File: src/rtl/fucc_pkg.sv
`timescale 1ns / 1ps
`default_nettype none
// ----------------------------------------------------------------------------
// Update-command checker package
// Beat types, command and answer codes, and register indexes shared by the
// front, queue, back and top level of the update-command checker.
// ----------------------------------------------------------------------------
package fucc_pkg;

    localparam int unsigned WORD_W = 32;
    localparam int unsigned SID_W  = 8;
    localparam int unsigned CFG_W  = 3;

    localparam logic [2:0] NUM_SECTORS = 3'd4;

    localparam logic [2:0] CMD_GET_INFO = 3'd0;
    localparam logic [2:0] CMD_BEGIN    = 3'd1;
    localparam logic [2:0] CMD_WRITE    = 3'd2;
    localparam logic [2:0] CMD_END      = 3'd3;
    localparam logic [2:0] CMD_REBOOT   = 3'd4;

    localparam logic [CFG_W-1:0] CFG_SECTOR_COUNT    = 3'd0;
    localparam logic [CFG_W-1:0] CFG_BOOTED_SECTOR   = 3'd1;
    localparam logic [CFG_W-1:0] CFG_METADATA_SECTOR = 3'd2;
    localparam logic [CFG_W-1:0] CFG_SECTOR0_BYTES   = 3'd3;
    localparam logic [CFG_W-1:0] CFG_SECTOR1_BYTES   = 3'd4;
    localparam logic [CFG_W-1:0] CFG_SECTOR2_BYTES   = 3'd5;
    localparam logic [CFG_W-1:0] CFG_SECTOR3_BYTES   = 3'd6;

    typedef enum logic [2:0] {
        OP_INFO,
        OP_BEGIN,
        OP_WRITE,
        OP_END,
        OP_REBOOT,
        OP_BAD
    } t_op;

    typedef enum logic [2:0] {
        KIND_INFO,
        KIND_BEGIN,
        KIND_WRITE,
        KIND_END,
        KIND_REBOOT,
        KIND_ERROR
    } t_kind;

    typedef enum logic [3:0] {
        ERR_NONE,
        ERR_INVALID,
        ERR_BOOTED_SECTOR,
        ERR_BAD_SECTOR,
        ERR_METADATA_SECTOR,
        ERR_SIZE_OVERFLOW,
        ERR_SECTOR_MISMATCH,
        ERR_TOTAL_MISMATCH,
        ERR_PAYLOAD_MISMATCH,
        ERR_CHUNK_OVER_TOTAL,
        ERR_OFFSET_MISMATCH,
        ERR_OFFSET_BEYOND,
        ERR_WRITE_OVERFLOW
    } t_err;

    typedef struct packed {
        logic [2:0]        command;
        logic [SID_W-1:0]  sector_id;
        logic [WORD_W-1:0] total_bytes;
        logic [WORD_W-1:0] chunk_offset;
        logic [WORD_W-1:0] chunk_bytes;
        logic [WORD_W-1:0] payload_bytes;
    } t_cmd_beat;

    typedef struct packed {
        logic [2:0]        answer_kind;
        logic [3:0]        error_code;
        logic [SID_W-1:0]  answer_sector;
        logic [WORD_W-1:0] answer_amount;
        logic [WORD_W-1:0] flash_offset;
        logic [WORD_W-1:0] flash_length;
    } t_ans_beat;

    typedef struct packed {
        t_op               op;
        t_err              pre_err;
        logic [SID_W-1:0]  sector_id;
        logic [WORD_W-1:0] total;
        logic [WORD_W-1:0] offset;
        logic [WORD_W-1:0] length;
    } t_cls;

endpackage
`default_nettype wire

File: src/rtl/fucc_back.sv
`timescale 1ns / 1ps
`default_nettype none
// ----------------------------------------------------------------------------
// Update-command checker back
// Keeps the transfer state, runs the checks that depend on it, and holds
// each answer in an output register until the receiver takes it.
// ----------------------------------------------------------------------------
module fucc_back
    import fucc_pkg::*;
(
    input  wire logic i_clk,
    input  wire logic i_rst_n,
    input  wire logic i_cls_valid,
    output logic      o_cls_pop,
    input  wire t_cls i_cls,
    output logic      o_ans_valid,
    input  wire logic i_ans_ready,
    output t_ans_beat o_ans
);

    logic              r_writing;
    logic [1:0]        r_active_sector;
    logic [WORD_W-1:0] r_total;
    logic [WORD_W-1:0] r_position;
    logic              r_ans_valid;
    t_ans_beat         r_ans;

    logic              n_writing;
    logic [1:0]        n_active_sector;
    logic [WORD_W-1:0] n_total;
    logic [WORD_W-1:0] n_position;
    t_ans_beat         n_ans;
    t_err              w_err;
    logic [WORD_W-1:0] w_end_pos;

    assign o_cls_pop   = i_cls_valid && (!r_ans_valid || i_ans_ready);
    assign o_ans_valid = r_ans_valid;
    assign o_ans       = r_ans;
    assign w_end_pos   = i_cls.offset + i_cls.length;

    always_comb begin
        n_writing       = r_writing;
        n_active_sector = r_active_sector;
        n_total         = r_total;
        n_position      = r_position;
        n_ans           = '0;
        w_err           = ERR_NONE;
        case (i_cls.op)
            OP_INFO: begin
                n_ans.answer_kind = KIND_INFO;
            end
            OP_BEGIN: begin
                w_err = i_cls.pre_err;
                if (w_err == ERR_NONE) begin
                    n_writing           = 1'b1;
                    n_active_sector     = i_cls.sector_id[1:0];
                    n_total             = i_cls.total;
                    n_position          = '0;
                    n_ans.answer_kind   = KIND_BEGIN;
                    n_ans.answer_sector = i_cls.sector_id;
                    n_ans.answer_amount = i_cls.total;
                end
            end
            OP_WRITE: begin
                if (!r_writing) begin
                    w_err = ERR_INVALID;
                end else if (i_cls.pre_err != ERR_NONE) begin
                    w_err = i_cls.pre_err;
                end else if (i_cls.length > r_total) begin
                    w_err = ERR_CHUNK_OVER_TOTAL;
                end else if (i_cls.offset != r_position) begin
                    w_err = ERR_OFFSET_MISMATCH;
                end else if (i_cls.offset >= r_total) begin
                    w_err = ERR_OFFSET_BEYOND;
                end else if (i_cls.offset > r_total - i_cls.length) begin
                    w_err = ERR_WRITE_OVERFLOW;
                end
                if (w_err == ERR_NONE) begin
                    n_position          = w_end_pos;
                    n_ans.answer_kind   = KIND_WRITE;
                    n_ans.answer_amount = w_end_pos;
                    n_ans.flash_offset  = i_cls.offset;
                    n_ans.flash_length  = i_cls.length;
                end
            end
            OP_END: begin
                if (i_cls.sector_id != {6'd0, r_active_sector}) begin
                    w_err = ERR_SECTOR_MISMATCH;
                end else if (i_cls.total != r_total) begin
                    w_err = ERR_TOTAL_MISMATCH;
                end
                if (w_err == ERR_NONE) begin
                    n_writing           = 1'b0;
                    n_ans.answer_kind   = KIND_END;
                    n_ans.answer_amount = r_total;
                end
            end
            OP_REBOOT: begin
                w_err = r_writing ? ERR_INVALID : i_cls.pre_err;
                if (w_err == ERR_NONE) begin
                    n_ans.answer_kind   = KIND_REBOOT;
                    n_ans.answer_sector = i_cls.sector_id;
                end
            end
            default: begin
                w_err = ERR_INVALID;
            end
        endcase
        if (w_err != ERR_NONE) begin
            n_ans             = '0;
            n_ans.answer_kind = KIND_ERROR;
            n_ans.error_code  = w_err;
            n_writing         = r_writing;
            n_active_sector   = r_active_sector;
            n_total           = r_total;
            n_position        = r_position;
        end
    end

    always_ff @(posedge i_clk) begin
        if (!i_rst_n) begin
            r_writing       <= 1'b0;
            r_active_sector <= 2'd0;
            r_total         <= '0;
            r_position      <= '0;
            r_ans_valid     <= 1'b0;
        end else begin
            if (o_cls_pop) begin
                r_writing       <= n_writing;
                r_active_sector <= n_active_sector;
                r_total         <= n_total;
                r_position      <= n_position;
                r_ans_valid     <= 1'b1;
            end else if (i_ans_ready) begin
                r_ans_valid     <= 1'b0;
            end
        end
    end

    always_ff @(posedge i_clk) begin
        if (o_cls_pop) begin
            r_ans <= n_ans;
        end
    end

endmodule
`default_nettype wire

File: config.mk
export PLATFORM = sky130hd
export DESIGN_NAME = fucc_back
export DESIGN_NICKNAME = d
export VERILOG_FILES = /design/src/rtl/fucc_pkg.sv /design/src/rtl/fucc_back.sv
export SDC_FILE = /design/constraint.sdc
export NUM_CORES = 1
export LEC_CHECK = 0
export BUFFER_PORTS_ARGS = -buffer_cell sky130_fd_sc_hd__clkbuf_2
export CORE_ASPECT_RATIO = 0.6
export CORE_MARGIN = 2
export CORE_UTILIZATION = 40
export DETAILED_ROUTE_END_ITERATION = 6
export GPL_TIMING_DRIVEN = 1
export SLEW_MARGIN = 0
export SYNTH_ARGS = -nofsm -noshare
export SYNTH_HDL_FRONTEND = slang
export SYNTH_SLANG_ARGS = --single-unit
export TNS_END_PERCENT = 50
File: constraint.sdc
create_clock -name i_clk -period 7 [get_ports i_clk]
set_input_delay 0.7 -clock i_clk [delete_from_list [all_inputs] [get_ports i_clk]]
set_output_delay 0.7 -clock i_clk [all_outputs]
set_load 0.03 [all_outputs]
Yosys cells after proc, flatten, opt, wreduce, memory -nomap -nowiden
Cells that the tools add are included.
{"block": "classes", "muxes": 31, "n_bitwise": 3, "n_reduce_logical": 17, "n_addsub": 2, "eq_ne": 10, "n_lt_le_gt_ge": 3}
{"op": "$mux 32", "n": 3}
{"op": "$mux 96", "n": 1}
{"op": "$pmux 32 s3", "n": 1}
{"op": "$gt 32x32->1", "n": 2}
{"op": "$ne 32x32->1", "n": 2}
{"op": "$pmux 32 s2", "n": 1}
{"op": "$mux 40", "n": 1}
{"op": "$mux 4", "n": 9}
{"op": "$add 32x32->32", "n": 1}
{"op": "$ge 32x32->1", "n": 1}
{"op": "$sub 32x32->32", "n": 1}
{"op": "$pmux 4 s5", "n": 1}
{"op": "$logic_not 4->1", "n": 4}
{"op": "$pmux 8 s2", "n": 1}
{"op": "$pmux 3 s4", "n": 1}
{"op": "$reduce_and 5->1", "n": 2}
{"op": "$mux 3", "n": 3}
{"op": "$mux 8", "n": 1}
{"op": "$ne 8x2->1", "n": 1}
{"op": "$reduce_bool 4->1", "n": 2}
{"op": "$eq 3x2->1 const B", "n": 2}
{"op": "$ne 2x2->1 const B", "n": 3}
{"op": "$reduce_bool 2->1", "n": 3}
{"op": "$mux 1", "n": 5}
{"op": "11 further kinds", "n": 14}
{"block": "totals", "in_bits": 115, "output_inout_bits": 113, "regBits": 179}

Depth between registers and ports, before layout
{"block": "logic_depth", "word_depth": 13, "mapped_depth": 25}

Least setup slack after synthesis
No wires, ideal clock.
{"block": "synth_path", "path_type": "input -> register", "startpoint": "in i_cls[8] (netlist bit)", "endpoint": "reg r_position[31]", "arrival_ns": 5.017, "setup_time_ns": 0.131, "path_buffers": 1, "slack_ns": 1.853, "path_stages": 22, "cell_sequence": "inv_1 ha_1 and3_1 nand3_1 a211o_1 a211oi_1 o21ai_0 a21oi_1 and2_1 o21ai_0 a211o_1 ha_1 nand2_1 nor4_1 nand2_1 or3_1 o31ai_1 nand3b_1 or4b_4 buf_6 o2111ai_1 o41ai_1"}
{"block": "synth_via", "elab_chain_cells": 13, "word_cells_on_any_way": 19}
{"item": "start: declaration", "line": "fucc_back.sv:15", "text": "input wire t_cls i_cls,"}
{"item": "$sub 32x32->32", "line": "fucc_back.sv:75", "text": "end else if (i_cls.offset > r_total - i_cls.length) begin"}
{"item": "$gt 32x32->1", "line": "fucc_back.sv:75"}
{"item": "$mux 4", "line": "fucc_back.sv:75"}
{"item": "$mux 4", "line": "fucc_back.sv:73", "text": "end else if (i_cls.offset >= r_total) begin"}
{"item": "$mux 4", "line": "fucc_back.sv:71", "text": "end else if (i_cls.offset != r_position) begin"}
{"item": "$mux 4", "line": "fucc_back.sv:69", "text": "end else if (i_cls.length > r_total) begin"}
{"item": "$mux 4", "line": "fucc_back.sv:67", "text": "end else if (i_cls.pre_err != ERR_NONE) begin"}
{"item": "$mux 4", "line": "fucc_back.sv:65", "text": "if (!r_writing) begin"}
{"item": "$mux 4", "line": "fucc_back.sv:48", "text": "case (i_cls.op)"}
{"item": "$pmux 4 s5", "line": "fucc_back.sv:48"}
{"item": "$reduce_bool 4->1", "line": "fucc_back.sv:109", "text": "if (w_err != ERR_NONE) begin"}
{"item": "$not 1->1 (no line)"}
{"item": "$reduce_and 5->1 (no line)"}
{"item": "end signal: assignment", "line": "fucc_back.sv:132", "text": "r_position <= n_position;"}
{"item": "end: declaration", "line": "fucc_back.sv:24", "text": "logic [WORD_W-1:0] r_position;"}
Parallel ways exist; a longest one is shown, timed or not. The select of a mux whose other input is x is not followed.
A chain may end at the register's enable or synchronous reset.

Worst setup path in the final report
{"block": "layout_path", "startpoint": "reg r_total[0]", "endpoint": "reg r_ans (netlist bit o_ans[35]), data pin"}
{"block": "layout_via", "elab_chain_cells": 12, "word_cells_on_any_way": 20}
{"item": "start: declaration", "line": "fucc_back.sv:23", "text": "logic [WORD_W-1:0] r_total;"}
{"item": "start signal: assignment", "line": "fucc_back.sv:131", "text": "r_total <= n_total;"}
{"item": "$sub 32x32->32", "line": "fucc_back.sv:75"}
{"item": "$gt 32x32->1", "line": "fucc_back.sv:75"}
{"item": "$mux 4", "line": "fucc_back.sv:75"}
{"item": "$mux 4", "line": "fucc_back.sv:73"}
{"item": "$mux 4", "line": "fucc_back.sv:71"}
{"item": "$mux 4", "line": "fucc_back.sv:69"}
{"item": "$mux 4", "line": "fucc_back.sv:67"}
{"item": "$mux 4", "line": "fucc_back.sv:65"}
{"item": "$mux 4", "line": "fucc_back.sv:48"}
{"item": "$pmux 4 s5 / $logic_not 4->1 (equally long branches)", "line": "fucc_back.sv:48, fucc_back.sv:78"}
{"item": "$reduce_bool 4->1 / $not 1->1 (equally long branches)"}
{"item": "$reduce_or 3->1 (no line) *"}
{"item": "end signal: assignment", "line": "fucc_back.sv:142", "text": "r_ans <= n_ans;"}
{"item": "end: declaration", "line": "fucc_back.sv:26", "text": "t_ans_beat r_ans;"}
Every way passes the cells marked *; elsewhere a longest branch is shown, timed or not. The select of a mux whose other input is x is not followed.

==> impl_results.md <==
- Hold Crit Class: input pin to register
- Final setup viols: 0
- Initial drt markers: 1,198
- Final Hold Vio Count: 0
- # rows: 50
- Gr ovfl total: 0
- CTS H-tree depth: 4
- Core area: 31,220 um2
- Achievable clock frequency: 160.5 MHz
- Net Count, Synth: 1,637
- Length of the first detailed-routing pass in iterations: 5
- Netlist cell types: 71
- Sw frac: 0.3210
- Vias in the first global route: 10,402
- Cell with the most instances after synthesis: nand2_1
- Clock power frac: 0.364
- GPL Wtd Cong: 0.9474
- Starting density of the core: 0.4065
- Area Growth Syn to Fin: 16.68%
- Slew headroom: 0.3448
- Max Cap Viol: 0
- Total track usage: 0.2679
- Cell taking the most area after synthesis: edfxtp_1
- EDFF count, synth: 111
- Final nets: 1,847
- DRC: 0
- Status: complete, no violations
- DR vias: 11,582
- CTS max path bufs: 2
- Synth top area cells: edfxtp_1 (26%), ha_1 (13%), dfxtp_1 (11%)
- Share of cells above drive strength 1: 0.1813
- Worst skew pair latency: 0.46 ns
- CTS tree: yes
- Critical path data required time: 7.33 ns
- Pint: 1.831 mW
- # fillers: 3,046
- Primary FF master, synth: edfxtp_1
- Gates resized, CTS repair: 0
- Seq/Total Area, Yosys: 0.3699
- Routed wire length: 44,520 um
- Minimum clock period: 6.230 ns
- Pin count of the biggest net entering global routing: 62
- Post-CTS Setup Inserts: 0
- Worst clock skew: 0.01844 ns
- Max IR drop VDD: 0.0001636 V
- Post-Syn Instances: 1,393
- Min Hold Slack: 0.4599 ns
- Total Die Area: 33,210 um2
- Worst path arrival time: 6.56 ns
- Synth top cells by count: nand2_1 (164), ha_1 (127), edfxtp_1 (111)
- Synthesized area per cell: 9.110 um2
- Die width: 234.0 um
- Power Density: 182.1 nW/um2
- Worst setup SP type: register
- Gr busiest metal: met1
- Synthesized area: 12,690 um2
- Clk Tree Root Cell: clkbuf_16
- Vias/cell: 5.700
- Hold-fix buffers, CTS: 0
- Comb power frac: 0.206
- Met2 usage: 0.3334
- Share of flip-flops with an asynchronous set or reset: 0
- Dpl ws: 0.5119 ns
- Num CTS Buffers: 17
- Sink Count: 179
- Crit Path Class: register to register
- Actual slew at the worst max-slew pin: 0.9828 ns
- FF+latch count, synth: 179
- Leak Pwr: 6.385 nW
- Die Span Y: 142.0 um
- CP Capture Type: register
- Synth Warn #: 0
- DRT antenna net count: 0
- RSZ-0062 raised after global routing: false
- Synth top area share: 0.2626
- Final Max Slew Viols: 0
- Dpl hpwl: 35,340 um
- Reg clk slew, reported paths: 0.08 ns
- Setup ws final: 0.7696 ns
- Met3 usage: 0.06851
- Port buffer count: 227
- Tcrit/Tclk final: 0.8901
- Psw: 0.8659 mW
- Post-DR wirelength/cell: 21.91 um
- First-pass GRT wire length: 64,980 um
- # diodes: 0
- Initial antenna violation count: 0
- # IOs: 228
- Met1 Track Usage GR: 0.4424
- Maximum fanout along the worst path: 32
- Setup TNS: 0 ns
- Sequential share of power: 0.430
## layout by cell type (no fill, tap or decap), drive strengths merged, types with 23 or more instances in the layout
cell,count
xor2,57
mux2i,23
a21o,28
edfxtp,111
nand3,41
and2,45
nor2,79
a22oi,34
a21oi,98
ha,127
nand4,25
o21ai,72
dfxtp,68
inv,98
clkbuf,246
nand2,164
xnor2,58
## critical path: stages (launching register included)
cell,delay (ns)
dfxtp_1,0.40
inv_1,0.09
ha_1,0.16
inv_1,0.05
fa_1,0.44
a211o_1,0.31
o211ai_2,0.14
a211oi_2,0.16
nor4_2,0.32
o31a_1,0.37
o21ai_0,0.22
a21o_1,0.22
a21oi_1,0.17
xor2_1,0.10
ha_1,0.18
a21oi_1,0.18
nand2b_1,0.07
a21oi_1,0.13
a22oi_1,0.08
o31ai_1,0.78
nand3b_1,0.29
or4b_4,0.58
nor2_4,0.10
buf_4,0.29
and2_1,0.21
## registers in the layout (all words and copies together) (netlist names)
name,cells
o_ans,111
o_ans_valid,1
r_active_sector,2
r_position,32
r_total,32
r_writing,1
## stage by stage
stage                     std cells  instance area, um2    util  power (mW)
after floorplan                1393               12690       -       1.520
after global placement         2000               14240  0.4561       1.727
after global routing           2032               14810  0.4743       2.801
after detailed placement       2000               14240  0.4561       1.726
final                          2032               14810  0.4743       2.697
after CTS                      2032               14810  0.4743       2.701
## cells by family after synthesis
kind of cell	count (synthesis)	synth area share
mux	23	0.01814
flops	179	0.3699
buf+inv	137	0.04427
compound gates	359	0.1859
xor+xnor	115	0.07937
simple gates	451	0.1740
fa+ha+maj	129	0.1284
## path summary, 6_finish.rpt
kind	from	to	slack, ns	depth (start not counted)
setup / recovery	r_total[0]$_SDFFE_PN0P_	o_ans[35]$_SDFFCE_PP0P_	0.77	24
hold / removal	i_cls_valid	o_ans_valid$_SDFFE_PN0P_	0.46	3
setup reg to reg	r_total[0]$_SDFFE_PN0P_	o_ans[35]$_SDFFCE_PP0P_	0.77	24
hold reg to reg	r_active_sector[0]$_SDFFE_PN0P_	r_active_sector[0]$_SDFFE_PN0P_	0.47	2
## per-layer routing
metal | vias up | part of all wire
met5 | - | 0
met4 | 0 | 0.013
met3 | 30 | 0.11
met2 | 551 | 0.37
met1 | 5507 | 0.51
li1 | 5494 | -
## final cells by class
cell class	instances	area [um2]	area share
Sequential cell	179	4695	0.3170
Multi-Input combinational cell	1077	7461	0.5038
Clock buffer	19	432.9	0.02924
Inverter	89	336.6	0.02273
Tap cell	416	520.5	0.03515
Clock inverter	13	136.4	0.009210
Timing Repair Buffer	239	1226	0.08281
## power by group through the flow
stage	Clock, mW	Sequential, mW	Combinational [mW]
floorplan	0	1.25	0.273
global placement	0	1.18	0.543
detailed placement	0	1.18	0.543
CTS	0.994	1.16	0.547
global route	1.04	1.16	0.603
finish	0.981	1.16	0.557
Note: power is estimated with default switching activity, not from simulation.
